--- src/rtl/mcr_pkg.sv ---
`timescale 1ns / 1ps

package mcr_pkg;

  // Coordinate, decision and pixel widths
  localparam int COORD_BITS = 16;
  localparam int DEC_BITS   = 24;
  localparam int PIX_BITS   = 17;
  localparam int COLOR_BITS = 8;
  localparam int FIX_BITS   = 32;
  localparam int FRAC_BITS  = 16;

  // Command codes
  localparam logic CMD_START = 1'b0;
  localparam logic CMD_STEP  = 1'b1;

  // Pixel index of the first pixel of each group and of the last pixel
  localparam logic [2:0] IDX_FULL = 3'd0;
  localparam logic [2:0] IDX_SWAP = 3'd4;
  localparam logic [2:0] IDX_LAST = 3'd7;

  // One step's worth of pixels, handed from the core to the emitter
  typedef struct packed {
    logic signed [COORD_BITS-1:0] cx;
    logic signed [COORD_BITS-1:0] cy;
    logic signed [COORD_BITS-1:0] ox;
    logic signed [COORD_BITS-1:0] oy;
    logic [COLOR_BITS-1:0]        color;
    logic                         swap_only;
    logic                         fin;
  } mcr_job_t;

  // Integer part of a 16.16 value, wrapped to the coordinate width
  function automatic logic signed [COORD_BITS-1:0] fix_int(input logic [FIX_BITS-1:0] raw);
    fix_int = raw[FRAC_BITS +: COORD_BITS];
  endfunction

  // Sign-extend a coordinate to the decision width
  function automatic logic signed [DEC_BITS-1:0] ext_dec(input logic [COORD_BITS-1:0] v);
    ext_dec = {{(DEC_BITS-COORD_BITS){v[COORD_BITS-1]}}, v};
  endfunction

  // Sign-extend a coordinate to the pixel width
  function automatic logic signed [PIX_BITS-1:0] ext_pix(input logic [COORD_BITS-1:0] v);
    ext_pix = {{(PIX_BITS-COORD_BITS){v[COORD_BITS-1]}}, v};
  endfunction

endpackage

--- src/rtl/mcr_core.sv ---
`timescale 1ns / 1ps

module mcr_core (
  input  logic                                  clk_i,
  input  logic                                  rst_ni,
  input  logic                                  accept_i,
  input  logic                                  command_i,
  input  logic signed [mcr_pkg::FIX_BITS-1:0]   center_x_fix_i,
  input  logic signed [mcr_pkg::FIX_BITS-1:0]   center_y_fix_i,
  input  logic signed [mcr_pkg::FIX_BITS-1:0]   radius_fix_i,
  input  logic [mcr_pkg::COLOR_BITS-1:0]        pen_color_i,
  output logic                                  job_valid_o,
  output mcr_pkg::mcr_job_t                     job_o
);

  logic signed [mcr_pkg::COORD_BITS-1:0] cx_q, cx_d, cy_q, cy_d;
  logic signed [mcr_pkg::COORD_BITS-1:0] x_q, x_d, y_q, y_d;
  logic signed [mcr_pkg::DEC_BITS-1:0]   dec_q, dec_d;
  logic [mcr_pkg::COLOR_BITS-1:0]        color_q, color_d;
  logic                                  active_q, active_d;

  logic signed [mcr_pkg::COORD_BITS-1:0] r;
  logic signed [mcr_pkg::COORD_BITS-1:0] x_nx, y_nx;
  logic signed [mcr_pkg::DEC_BITS-1:0]   x_ext, y_ext;

  assign r     = mcr_pkg::fix_int(radius_fix_i);
  assign x_ext = mcr_pkg::ext_dec(x_q);
  assign y_ext = mcr_pkg::ext_dec(y_q);
  assign x_nx  = x_q + mcr_pkg::COORD_BITS'(1);
  assign y_nx  = dec_q[mcr_pkg::DEC_BITS-1] ? y_q : y_q - mcr_pkg::COORD_BITS'(1);

  // Decode the request and advance the circle state
  always_comb begin
    cx_d        = cx_q;
    cy_d        = cy_q;
    x_d         = x_q;
    y_d         = y_q;
    dec_d       = dec_q;
    color_d     = color_q;
    active_d    = active_q;
    job_valid_o = 1'b0;
    job_o.cx        = cx_q;
    job_o.cy        = cy_q;
    job_o.ox        = x_q;
    job_o.oy        = y_q;
    job_o.color     = color_q;
    job_o.swap_only = 1'b0;
    job_o.fin       = 1'b0;
    if (accept_i) begin
      if (command_i == mcr_pkg::CMD_START) begin
        cx_d     = mcr_pkg::fix_int(center_x_fix_i);
        cy_d     = mcr_pkg::fix_int(center_y_fix_i);
        color_d  = pen_color_i;
        x_d      = '0;
        y_d      = r;
        dec_d    = mcr_pkg::DEC_BITS'(3) - (mcr_pkg::ext_dec(r) <<< 1);
        active_d = !r[mcr_pkg::COORD_BITS-1];
      end else if (active_q) begin
        if (x_q < y_q) begin
          job_valid_o = 1'b1;
          if (dec_q[mcr_pkg::DEC_BITS-1]) begin
            dec_d = dec_q + (x_ext <<< 2) + mcr_pkg::DEC_BITS'(6);
          end else begin
            dec_d = dec_q + ((x_ext - y_ext) <<< 2) + mcr_pkg::DEC_BITS'(10);
          end
          x_d = x_nx;
          y_d = y_nx;
          if (x_nx > y_nx) begin
            job_o.fin = 1'b1;
            active_d  = 1'b0;
          end
        end else if (x_q == y_q) begin
          job_valid_o     = 1'b1;
          job_o.swap_only = 1'b1;
          job_o.fin       = 1'b1;
          active_d        = 1'b0;
        end else begin
          active_d = 1'b0;
        end
      end
    end
  end

  // Hold the circle state
  always_ff @(posedge clk_i or negedge rst_ni) begin
    if (!rst_ni) begin
      cx_q     <= '0;
      cy_q     <= '0;
      x_q      <= '0;
      y_q      <= '0;
      dec_q    <= '0;
      color_q  <= '0;
      active_q <= 1'b0;
    end else begin
      cx_q     <= cx_d;
      cy_q     <= cy_d;
      x_q      <= x_d;
      y_q      <= y_d;
      dec_q    <= dec_d;
      color_q  <= color_d;
      active_q <= active_d;
    end
  end

endmodule

--- src/rtl/mcr_emit.sv ---
`timescale 1ns / 1ps

module mcr_emit (
  input  logic                                  clk_i,
  input  logic                                  rst_ni,
  input  logic                                  load_i,
  input  mcr_pkg::mcr_job_t                     job_i,
  output logic                                  free_o,
  output logic                                  out_valid_o,
  input  logic                                  out_ready_i,
  output logic signed [mcr_pkg::PIX_BITS-1:0]   pixel_x_o,
  output logic signed [mcr_pkg::PIX_BITS-1:0]   pixel_y_o,
  output logic [mcr_pkg::COLOR_BITS-1:0]        pixel_color_o,
  output logic                                  finished_o
);

  logic              valid_q, valid_d;
  logic [2:0]        idx_q, idx_d;
  mcr_pkg::mcr_job_t job_q, job_d;

  logic                                 last;
  logic signed [mcr_pkg::PIX_BITS-1:0]  cx_e, cy_e, dx_e, dy_e;

  assign last   = (idx_q == mcr_pkg::IDX_LAST);
  assign free_o = !valid_q || (out_ready_i && last);

  // Select the offsets for the current pixel: lower half swaps x and y
  assign cx_e = mcr_pkg::ext_pix(job_q.cx);
  assign cy_e = mcr_pkg::ext_pix(job_q.cy);
  assign dx_e = mcr_pkg::ext_pix(idx_q[2] ? job_q.ox : job_q.oy);
  assign dy_e = mcr_pkg::ext_pix(idx_q[2] ? job_q.oy : job_q.ox);

  assign out_valid_o   = valid_q;
  assign pixel_x_o     = idx_q[0] ? cx_e + dx_e : cx_e - dx_e;
  assign pixel_y_o     = idx_q[1] ? cy_e + dy_e : cy_e - dy_e;
  assign pixel_color_o = job_q.color;
  assign finished_o    = job_q.fin && last;

  // Advance through the pixels of the step, load the next step when free
  always_comb begin
    valid_d = valid_q;
    idx_d   = idx_q;
    job_d   = job_q;
    if (valid_q && out_ready_i) begin
      if (last) begin
        valid_d = 1'b0;
      end else begin
        idx_d = idx_q + 3'd1;
      end
    end
    if (load_i) begin
      valid_d = 1'b1;
      job_d   = job_i;
      idx_d   = job_i.swap_only ? mcr_pkg::IDX_SWAP : mcr_pkg::IDX_FULL;
    end
  end

  always_ff @(posedge clk_i or negedge rst_ni) begin
    if (!rst_ni) begin
      valid_q <= 1'b0;
      idx_q   <= mcr_pkg::IDX_FULL;
    end else begin
      valid_q <= valid_d;
      idx_q   <= idx_d;
    end
  end

  // Hold the step payload
  always_ff @(posedge clk_i) begin
    job_q <= job_d;
  end

endmodule

--- src/rtl/midpoint_circle_rasterizer.sv ---
`timescale 1ns / 1ps

// Midpoint circle rasterizer.
// Input channel (in_valid_i / in_ready_o) takes one request per handshake:
// command 0 starts a circle from a 16.16 center and radius and a pen color
// and produces no pixel; command 1 advances the circle by one step.
// Output channel (out_valid_o / out_ready_i) delivers one pixel per
// handshake with its color; finished_o marks the last pixel of the circle.
// A step produces eight pixels, or four on the closing step where x meets
// y, or none when no circle is in progress. The first pixel of a step is
// valid the cycle after the step is accepted, and the pixels follow one per
// cycle while the receiver takes them.
// The next request is accepted in the cycle the last pixel of the current
// step is taken, so steps run back to back with no gap.
// When the receiver stalls the current pixel holds and in_ready_o drops
// once a step is waiting on it. Reset clears the circle state and any
// pixels in flight; no circle is active afterwards.
module midpoint_circle_rasterizer (
  input  logic                                  clk_i,
  input  logic                                  rst_ni,
  input  logic                                  in_valid_i,
  output logic                                  in_ready_o,
  input  logic                                  command_i,
  input  logic signed [mcr_pkg::FIX_BITS-1:0]   center_x_fix_i,
  input  logic signed [mcr_pkg::FIX_BITS-1:0]   center_y_fix_i,
  input  logic signed [mcr_pkg::FIX_BITS-1:0]   radius_fix_i,
  input  logic [mcr_pkg::COLOR_BITS-1:0]        pen_color_i,
  output logic                                  out_valid_o,
  input  logic                                  out_ready_i,
  output logic signed [mcr_pkg::PIX_BITS-1:0]   pixel_x_o,
  output logic signed [mcr_pkg::PIX_BITS-1:0]   pixel_y_o,
  output logic [mcr_pkg::COLOR_BITS-1:0]        pixel_color_o,
  output logic                                  finished_o
);

  logic              accept;
  logic              job_valid;
  logic              free;
  mcr_pkg::mcr_job_t job;

  // Take a request only when the sequencer can load its pixels
  assign in_ready_o = free;
  assign accept     = in_valid_i && free;

  mcr_core u_core (
    .clk_i          (clk_i),
    .rst_ni         (rst_ni),
    .accept_i       (accept),
    .command_i      (command_i),
    .center_x_fix_i (center_x_fix_i),
    .center_y_fix_i (center_y_fix_i),
    .radius_fix_i   (radius_fix_i),
    .pen_color_i    (pen_color_i),
    .job_valid_o    (job_valid),
    .job_o          (job)
  );

  mcr_emit u_emit (
    .clk_i         (clk_i),
    .rst_ni        (rst_ni),
    .load_i        (job_valid),
    .job_i         (job),
    .free_o        (free),
    .out_valid_o   (out_valid_o),
    .out_ready_i   (out_ready_i),
    .pixel_x_o     (pixel_x_o),
    .pixel_y_o     (pixel_y_o),
    .pixel_color_o (pixel_color_o),
    .finished_o    (finished_o)
  );

endmodule
--- config.mk ---
export PLATFORM = sky130hd
export DESIGN_NAME = midpoint_circle_rasterizer
export DESIGN_NICKNAME = d
export VERILOG_FILES = /design/src/rtl/mcr_pkg.sv /design/src/rtl/mcr_core.sv /design/src/rtl/mcr_emit.sv /design/src/rtl/midpoint_circle_rasterizer.sv
export SDC_FILE = /design/constraint.sdc
export NUM_CORES = 1
export LEC_CHECK = 0
export ABC_AREA = 1
export BUFFER_PORTS_ARGS = -buffer_cell sky130_fd_sc_hd__buf_4
export CORE_MARGIN = 1
export CORE_UTILIZATION = 40
export CTS_CLUSTER_SIZE = 25
export DETAILED_ROUTE_END_ITERATION = 16
export HOLD_SLACK_MARGIN = 0.03
export PLACE_DENSITY = 0.57
export RECOVER_POWER = 100
export SYNTH_ARGS = -nofsm -noshare
export SYNTH_HDL_FRONTEND = slang
export SYNTH_SLANG_ARGS = --single-unit
--- constraint.sdc ---
create_clock -name clk_i -period 4.5 [get_ports clk_i]
set_input_delay 0.9 -clock clk_i [delete_from_list [all_inputs] [get_ports clk_i]]
set_output_delay 0.9 -clock clk_i [all_outputs]
set_load 0.005 [all_outputs]
==> impl_metrics.toml, run 1 <==
[floorplanning]
fp.dieH_um = 191.5
dieWidth_um = 191.5
io-pin-count = 154
die_area_mm2 = 0.03667
fp-row-count = 69
initial_core_util_pct = 40.48
coreArea_mm2 = 0.03548

[worst_setup_path]
required_ps = 3600
critPathKind = "flip-flop to primary output"
cpPeakStageDelay_ps = 460
worstPathCellList = "inv_4, buf_8, or2_1, o21ai_2, ha_2, nand2_2, nor2_4, nand2_2, nor2_4, nand3_2, o21ai_2, xor2_1, ha_1, a31o_2, a21o_1, a31o_2, nand3b_1, nand2_1, buf_6"
crit_arrival_ps = 3780
cp_top_family = "simple AND/OR/NAND/NOR gates"
crit_path_top_delay_cell = "dfrtp_2"
start_kind = "flip-flop"
cp.buffers_inverters = 3
endpoint_kind = "primary output"
critPathMaxFanout = 5

[placement]
pre_cts_ws_ps = 73.26
placed_cell_area_mm2 = 0.01584
gp_congestion = 0.9909
port_buffers = 105
place_hpwl_um = 33740

[synthesis]
syn_area_per_cell_um2 = 7.640
yosysWarnings = 0
yosysUniqueCellTypes = 50
synthArstFlopShare_pct = 57.80
synth_top_cell_by_area = "dfrtp_1"
synth_seq_cells = 173
yosysSeqAreaShare_pct = 32.68
syn_inst = 1880
syn_area_mm2 = 0.01436
synth_area_leaders = "dfrtp_1 (17%), edfxtp_1 (15%), ha_1 (14%)"
synth-main-ff-cell = "dfrtp_1"
yosysTopAreaCellShare_pct = 17.42
syn_nets = 2149
synth_edf_count = 73

[global_route]
overflow = 0
grt_pass1_wl_um = 67100
grt_antenna_before_repair = 0
grt_usage_pct = 23.77
grt_max_degree = 56
grt_pass1_vias = 12900

[layout]
final_cell_mix = "nand2_1 (463), inv_1 (228), nor2_1 (147), ha_1 (147), buf_4 (146)"
areaGrowthSynthToFinish_pct = 18.66
fin_nets = 2311
nFillCells = 3568
n_antenna_cell = 0
drive_gt1_share_pct = 16.45
design_area_mm2 = 0.01704
layout_commonest_cell = "nand2_1"

[detailed_routing]
firstDrtPassIters = 5
wire_per_inst_um = 17.09
met2WireLength_um = 20960
wl_met3_um = 1190
viasPerCell = 5.155
initialDrtViolationCount = 742
drc = 0
top_layer = "met4"
wl_met1_um = 19230
drtAntennaViolNets = 0
drt_wl_total_um = 43000
via_count = 12970

[clock_tree]
cts_buffers = 17
cts_buffer_depth = 2
clock-sinks = 173
clkTransAtPathRegs_ps = 90
clk_latency_ps = 450
cts_root_buffer = "clkbuf_16"
hold_buffers = 0
tritoncts = "done"
cts_max_level = 4

[timing]
slew_viol_final = 56
rsz0062_at_grt = "yes"
period_share_pct = 104.0
hold_viol_final = 0
fmax_mhz = 213.6
slew_headroom_pct = -122.1
setup_viol = 8
period_minus_slack_ps = 4682
tightestPinTransition_ps = 3331
fin_setup_tns_ps = -740.8
fin_skew_ps = 27.13
holdWs_ps = 437.4
setup_ws_ps = -181.7

[power]
fin_total_pwr_mw = 13.87
pwr_density_cell_mw_per_mm2 = 813.6
p_leak_nw = 8.380
vdd_drop_max_uv = 585.5

[run_status]
failed_checks = "capacitance limit, slew limit, setup timing"
status = "finished, violations left"

[run]
cap_violations = 1

[min_path]
worstHoldPathType = "flip-flop to flip-flop"
logic make-up (layout without fill, tap and decap cells):
family | Yosys count | in the layout | synth area share, %
buf+inv | 277 | 452 | 7.822
xor+xnor | 105 | 105 | 6.402
fa+ha+maj | 160 | 160 | 14.20
mux | 40 | 40 | 3.136
simple gates | 795 | 795 | 23.03
compound gates | 330 | 330 | 12.73
flops | 173 | 173 | 32.68
final cells by class:
class | count | area, µm² | area share (%)
Multi-Input combinational cell | 1430 | 8904 | 52.24
Sequential cell | 173 | 4696 | 27.55
Timing Repair Buffer | 185 | 1403 | 8.229
Inverter | 235 | 887.1 | 5.205
Tap cell | 461 | 576.8 | 3.384
Clock buffer | 18 | 429.2 | 2.518
Clock inverter | 14 | 148.9 | 0.8736
metal layers:
metal | track usage, % | vias up
met2 | 41.82 | 263
met5 | 0 | -
met4 | 11.05 | 0
met1 | 29.28 | 6070
met3 | 2.038 | 66
li1 | - | 6570
Yosys cell counts, types with 28 or more instances:
| cell | n |
|---|---|
| xor2_1 | 77 |
| nor2_1 | 155 |
| o21ai_0 | 111 |
| nand2_1 | 473 |
| xnor2_1 | 28 |
| dfrtp_1 | 100 |
| o21ai_1 | 39 |
| inv_1 | 231 |
| edfxtp_1 | 73 |
| a21oi_1 | 108 |
| ha_1 | 155 |
| nand3_1 | 82 |
| mux2_2 | 40 |
per-stage QoR:
stage / std cells / utilization, %
after floorplan: 1880 / -
after global placement: 2445 / 44.63
after detailed placement: 2445 / 44.63
after CTS: 2500 / 47.12
after global routing: 2516 / 48.03
final: 2516 / 48.03
path summary, 6_finish.rpt:
check	endpoint	from	slack (ps)	cells past startpoint
hold / removal	u_emit.cx_e[0]	u_core.cx_q[0]	440	0
max in group asynchronous	u_emit.idx_q[2]	rst_ni	810	2
setup / recovery	pixel_x_o[16]	u_emit.idx_q[2]	-180	19
hold reg to reg	u_emit.cx_e[0]	u_core.cx_q[0]	440	0
min in group asynchronous	u_core.dec_q[4]	rst_ni	1550	1
setup reg to reg	u_core.dec_q[21]	u_core.y_q[2]	230	21
report_power, final:
group          switching, mW  internal (mW)  leakage, nW
Combinational           5.81           4.08         6.21
Clock                  0.743          0.743        0.280
Sequential             0.337           2.16         1.89
what timing repair did:
action | 4_1_cts | 5_1_grt
buffers inserted | 23 | 15
cloned | 0 | 1
pin swaps | 20 | 39
setup endpoints to repair | 16 | 22
gates resized for setup | 37 | 73
state kept, by name, summed over array words and instances (netlist names), 16 cells and up:
name	cells
u_core.y_q	16
u_core.cx_q	16
u_emit.job_q	33
u_core.cy_q	16
u_emit.cx_e	16
u_core.dec_q	23
u_core.x_q	16
u_emit.cy_e	16
(Power assumes the default switching activity.)
==> run 2, diff against run 1 <==
CELL_PAD_IN_SITES_DETAIL_PLACEMENT = 0   (was default)
CELL_PAD_IN_SITES_GLOBAL_PLACEMENT = 2   (was default)
CORE_UTILIZATION = 35   (was 40)
PLACE_DENSITY = 0.8   (was 0.57)
==> run 2 against run 1 <==
Effect of this change:
- the run still ends with capacitance limit, slew limit, setup timing left
- clock skew decreased by 16 ps
- register-to-register slack gained 120 ps
- power increased by 0.82%
- first-iteration DRC count decreased by 14%
- utilization fell by 5.5 points
- critical path depth increased by 2
- setup slack better by 140 ps
- critical path type unchanged
- largest power group unchanged
==> impl_metrics.toml, run 2 (synthesis results as in run 1) <==
[global_route]
grt_usage_pct = 21.34
grt_antenna_before_repair = 0
grt_pass1_wl_um = 67700
grt_max_degree = 53
grt_pass1_vias = 12680
overflow = 0

[run_status]
status = "finished, violations left"
failed_checks = "capacitance limit, slew limit, setup timing"

[timing]
period_minus_slack_ps = 4545
fmax_mhz = 220.0
period_share_pct = 101.0
holdWs_ps = 439.7
hold_viol_final = 0
tightestPinTransition_ps = 3123
setup_viol = 2
slew_viol_final = 51
rsz0062_at_grt = "yes"
fin_setup_tns_ps = -47.35
fin_skew_ps = 10.92
slew_headroom_pct = -108.2
setup_ws_ps = -45.23

[layout]
layout_commonest_cell = "nand2_1"
final_cell_mix = "nand2_1 (461), inv_1 (225), nor2_1 (146), ha_1 (146), buf_4 (143)"
largest_register = "u_emit.job_q"
finalNonFillerCells = 2573
nFillCells = 4134
largest_registers = "u_emit.job_q: 33 flops, u_core.dec_q: 23 flops"
drive_gt1_share_pct = 16.46
fin_nets = 2304
areaGrowthSynthToFinish_pct = 18.82
design_area_mm2 = 0.01707
largest_reg_flops = 33
final_util_pct = 42.57
n_antenna_cell = 0

[detailed_routing]
drc = 0
viasPerCell = 4.996
wire_per_inst_um = 17.14
via_count = 12850
firstDrtPassIters = 7
drt_wl_total_um = 44110
drtAntennaViolNets = 0
initialDrtViolationCount = 638

[placement]
gp_congestion = 0.8965
place_hpwl_um = 35290
port_buffers = 105
pre_cts_ws_ps = 244.1
placed_cells = 2521
placed_cell_area_mm2 = 0.01600

[min_path]
worstHoldPathType = "flip-flop to flip-flop"

[worst_setup_path]
critPathMaxFanout = 18
worstRegToRegCells = 24
start_kind = "flip-flop"
r2r-start = "u_core.y_q[2]"
timing.rr.end = "u_core.dec_q[22]"
crit_arrival_ps = 3650
required_ps = 3600
cp-endpoint = "pixel_y_o[16]"
critPathLaunch = "u_emit.idx_q[2]"
r2r_slack_ps = 350
critPathKind = "flip-flop to primary output"
endpoint_kind = "primary output"

[floorplanning]
fp.dieH_um = 204.6
io-pin-count = 154
die_area_mm2 = 0.04185
coreArea_mm2 = 0.04010
initial_core_util_pct = 35.82
dieWidth_um = 204.6
fp-row-count = 73

[clock_tree]
cts_buffers = 17
cts_max_level = 4
hold_buffers = 0
clock-sinks = 173
tritoncts = "done"
cts_buffer_depth = 2
clk_latency_ps = 460
clkTransAtPathRegs_ps = 80
cts_root_buffer = "clkbuf_16"

[power]
pwr_density_cell_mw_per_mm2 = 819.1
vdd_drop_max_uv = 425.9
fin_total_pwr_mw = 13.98
p_leak_nw = 8.332

[run]
cap_violations = 1
[run 2: cell count changes in the layout (fill, tap and decap cells not counted), sizes merged]
cell    before  now
inv        241  242
buf        155  150
bufinv       0    1
clkinv       7    6
clkbuf      48   45
[run 2: how the worst min path moves through the flow]
stage                       from                       to  slack (ps)  depth (start not counted)
2_1_floorplan     u_core.cx_q[0]           u_emit.cx_e[0]         420                          0
3_3_place_gp   u_core.color_q[5]  u_emit.pixel_color_o[5]         420                          0
3_5_place_dp     u_core.cx_q[14]          u_emit.cx_e[14]         430                          0
4_1_cts        u_core.color_q[4]  u_emit.pixel_color_o[4]         440                          0
5_1_grt        u_core.color_q[5]  u_emit.pixel_color_o[5]         460                          0
6_report       u_core.color_q[4]  u_emit.pixel_color_o[4]         440                          0
[run 2: what timing repair did]
action,in CTS,in global routing
pin swaps,14,33
resized for setup,42,61
setup endpoints to repair,11,22
setup buffers,10,10
cloned,0,0
[run 2: metal layers]
layer  up-vias  global-route usage [%]  wire [µm]  share of wire, %
met5         -                       0          0                 0
met4         0                   5.650        830               1.9
met3        48                   2.577       1356               3.1
met2       216                   39.51      22560                51
met1      6024                   25.73      19360                44
li1       6566                       -          -                 -
[run 2: layout make-up]
class / instances / area [µm²] / share of cell area (%)
clock inverter: 15 / 172.7 / 1.012
clock buffer: 17 / 425.4 / 2.492
multi-input combinational: 1430 / 8924 / 52.28
timing repair buffer: 178 / 1308 / 7.661
tap: 525 / 656.9 / 3.849
sequential: 173 / 4695 / 27.51
inverter: 235 / 887.1 / 5.198
[run 2: worst max-delay path: stages, from the launching register on]
cell      delay [ps]
dfrtp_1          410
buf_6            170
nand2_1           80
o21ai_2           70
nor2_1           100
nand2_1           90
nor2_2           110
nand2_1           90
nor3_2           150
nand2_1          100
nor2_2           120
nand2_1           60
nand2_1           90
xor2_2           150
ha_1             260
a21o_1           210
a31o_2           200
a21o_1           150
a31o_2           220
nand3b_1         150
nand2_1           80
buf_4            110
[run 2: power by group]
| part | internal, mW | leakage [nW] | switching (mW) |
|---|---|---|---|
| clock | 0.793 | 0.292 | 0.738 |
| combinational | 4.08 | 6.15 | 5.89 |
| sequential | 2.16 | 1.89 | 0.323 |
| total | 7.03 | 8.33 | 6.95 |
==> run 3, diff against run 2 <==
REMOVE_ABC_BUFFERS = 1   (was default)
SETUP_SLACK_MARGIN = 0.3   (was default)
SKIP_CTS_REPAIR_TIMING = 1   (was default)
==> run 3 against run 2 <==
Effect of this change:
- the run still ends with capacitance limit, slew limit, setup timing left
- sequential power barely moved
- highest routed layer unchanged
- routed wire length is 1.2% higher
- flip-flop and latch count is the same
- maximum frequency fell by 2.5%
- die area stayed put
- global-route usage down 0.12 points
- critical path depth is the same
- cell count rose by 1.1%
==> impl_metrics.toml, run 3 (synthesis results as in run 1) <==
[global_route]
grt_usage_pct = 21.22
grt_use_met3_pct = 2.498
overflow = 0
grt_antenna_before_repair = 0
met1_usage_pct = 24.79
grt_util_met2_pct = 39.66
grt_pass1_wl_um = 67680
grt_max_degree = 62
grt_pass1_vias = 12840
top_usage_layer = "met2"

[run_status]
failed_checks = "capacitance limit, slew limit, setup timing"
status = "finished, violations left"

[worst_setup_path]
timing.critical_path.mode_cell = "nand2_1"
cpPeakStageDelay_ps = 440
cp_top_family = "simple AND/OR/NAND/NOR gates"
critPathKind = "flip-flop to primary output"
start_kind = "flip-flop"
worstPathCellList = "buf_12, buf_8, o21ai_2, nor2_1, nand2_1, nor2_2, nand2_2, nor3_2, nand2_1, nor2_2, nand2_1, nand2_2, xor2_2, ha_1, a21o_1, a31o_2, a21o_1, a31o_2, nand3b_1, nand2_1, buf_4"
crit_path_top_delay_cell = "dfrtp_2"
required_ps = 3600
critPathMaxFanout = 7
crit_arrival_ps = 3760
cp.buffers_inverters = 3
endpoint_kind = "primary output"

[detailed_routing]
drtAntennaViolNets = 0
viasPerCell = 4.985
wire_per_inst_um = 17.17
initialDrtViolationCount = 599
drt_wl_total_um = 44660
drc = 0
via_count = 12970
firstDrtPassIters = 7

[floorplanning]
fp.dieH_um = 204.6
dieWidth_um = 204.6
die_area_mm2 = 0.04185
initial_core_util_pct = 35.82
io-pin-count = 154
coreArea_mm2 = 0.04010
fp-row-count = 73

[timing]
period_minus_slack_ps = 4660
rsz0062_at_grt = "yes"
hold_viol_final = 0
fin_skew_ps = 13.54
holdWs_ps = 440.8
setup_viol = 4
tightestPinTransition_ps = 1893
slew_headroom_pct = -26.23
slew_viol_final = 62
period_share_pct = 103.6
fmax_mhz = 214.6
setup_ws_ps = -159.8

[layout]
largest_reg_flops = 33
drive_gt1_share_pct = 20.66
largest_register = "u_emit.job_q"
n_antenna_cell = 0
register_area_mm2 = 0.004698
nFillCells = 4142
areaGrowthSynthToFinish_pct = 22.83
fin_nets = 2332
final_cell_mix = "nand2_1 (441), inv_1 (222), buf_4 (166)"
largest_registers = "u_emit.job_q: 33 flops, u_core.dec_q: 23 flops"
design_area_mm2 = 0.01764
multi_input_area_mm2 = 0.009285
layout_commonest_cell = "nand2_1"

[placement]
place_hpwl_um = 35430
gp_congestion = 0.9108
placed_cell_area_mm2 = 0.01607
port_buffers = 105

[clock_tree]
cts_max_level = 4
clkTransAtPathRegs_ps = 80
cts_buffer_depth = 2
clock-sinks = 173
cts_buffers = 17
tritoncts = "done"
cts_root_buffer = "clkbuf_16"
clk_latency_ps = 450

[power]
vdd_drop_max_uv = 593.8
pwr_density_cell_mw_per_mm2 = 836.1
p_leak_nw = 8.505

[run]
cap_violations = 1

[min_path]
worstHoldPathType = "flip-flop to flip-flop"
run 3: cell type report:
| type | instances | area share (%) |
|---|---|---|
| multi-input cells | 1430 | 52.63 |
| flip-flops and latches | 173 | 26.63 |
| repair buffers | 206 | 8.936 |
| inverters | 235 | 5.021 |
| well taps | 525 | 3.723 |
| clock buffers | 18 | 2.432 |
| clock inverters | 14 | 0.6312 |
run 3: routing by layer:
layer | wire (µm) | vias up
li1 | - | 6614
met1 | 19390 | 6091
met2 | 22940 | 203
met3 | 1077 | 58
met4 | 1248 | 0
met5 | 0 | -
run 3: worst paths after layout:
kind / startpoint / slack [ps] / to / depth (start not counted)
worst max-delay path: u_emit.idx_q[2] / -160 / pixel_y_o[16] / 21
max in group asynchronous: rst_ni / 1480 / u_core.active_q / 2
worst min register to register: u_core.cy_q[2] / 440 / u_emit.cy_e[2] / 0
worst max register to register: u_core.x_q[1] / 430 / u_core.dec_q[12] / 19
worst min-delay path: u_core.cy_q[2] / 440 / u_emit.cy_e[2] / 0
min in group asynchronous: rst_ni / 980 / u_core.cy_q[5] / 1
run 3: worst reg2reg max path: stages (launching register included):
cell	delay (ps)
dfrtp_1	370
clkbuf_1	190
ha_1	320
nand2_1	70
o21ai_0	280
nand2_1	110
nand2_2	120
a31oi_1	140
xnor2_1	260
ha_1	300
ha_1	390
a21oi_1	210
o21ai_0	210
nand3b_1	300
or2_2	320
nand3_1	80
nand3_1	110
o21ai_0	120
nand2_1	60
nand2_1	60
run 3: power breakdown:
group	total (mW)	switching, mW	internal (mW)
clock network	1.42	0.699	0.718
logic	10.9	6.29	4.57
registers	2.47	0.313	2.16
total	14.8	7.31	7.45
run 3: through the flow:
step                      setup TNS (ps)  util, %  std cells  worst slack [ps]  power, mW
after floorplan                   -249.6        -       1838            -95.84      8.621
after global placement                 0    40.08       2529             224.6      11.90
after detailed placement               0    40.08       2529             209.9      12.00
after CTS                          -1859    41.42       2561            -277.5      13.47
after global routing               -2564    44.00       2601            -454.1      16.13
final                             -409.3    44.00       2601            -159.8      14.75
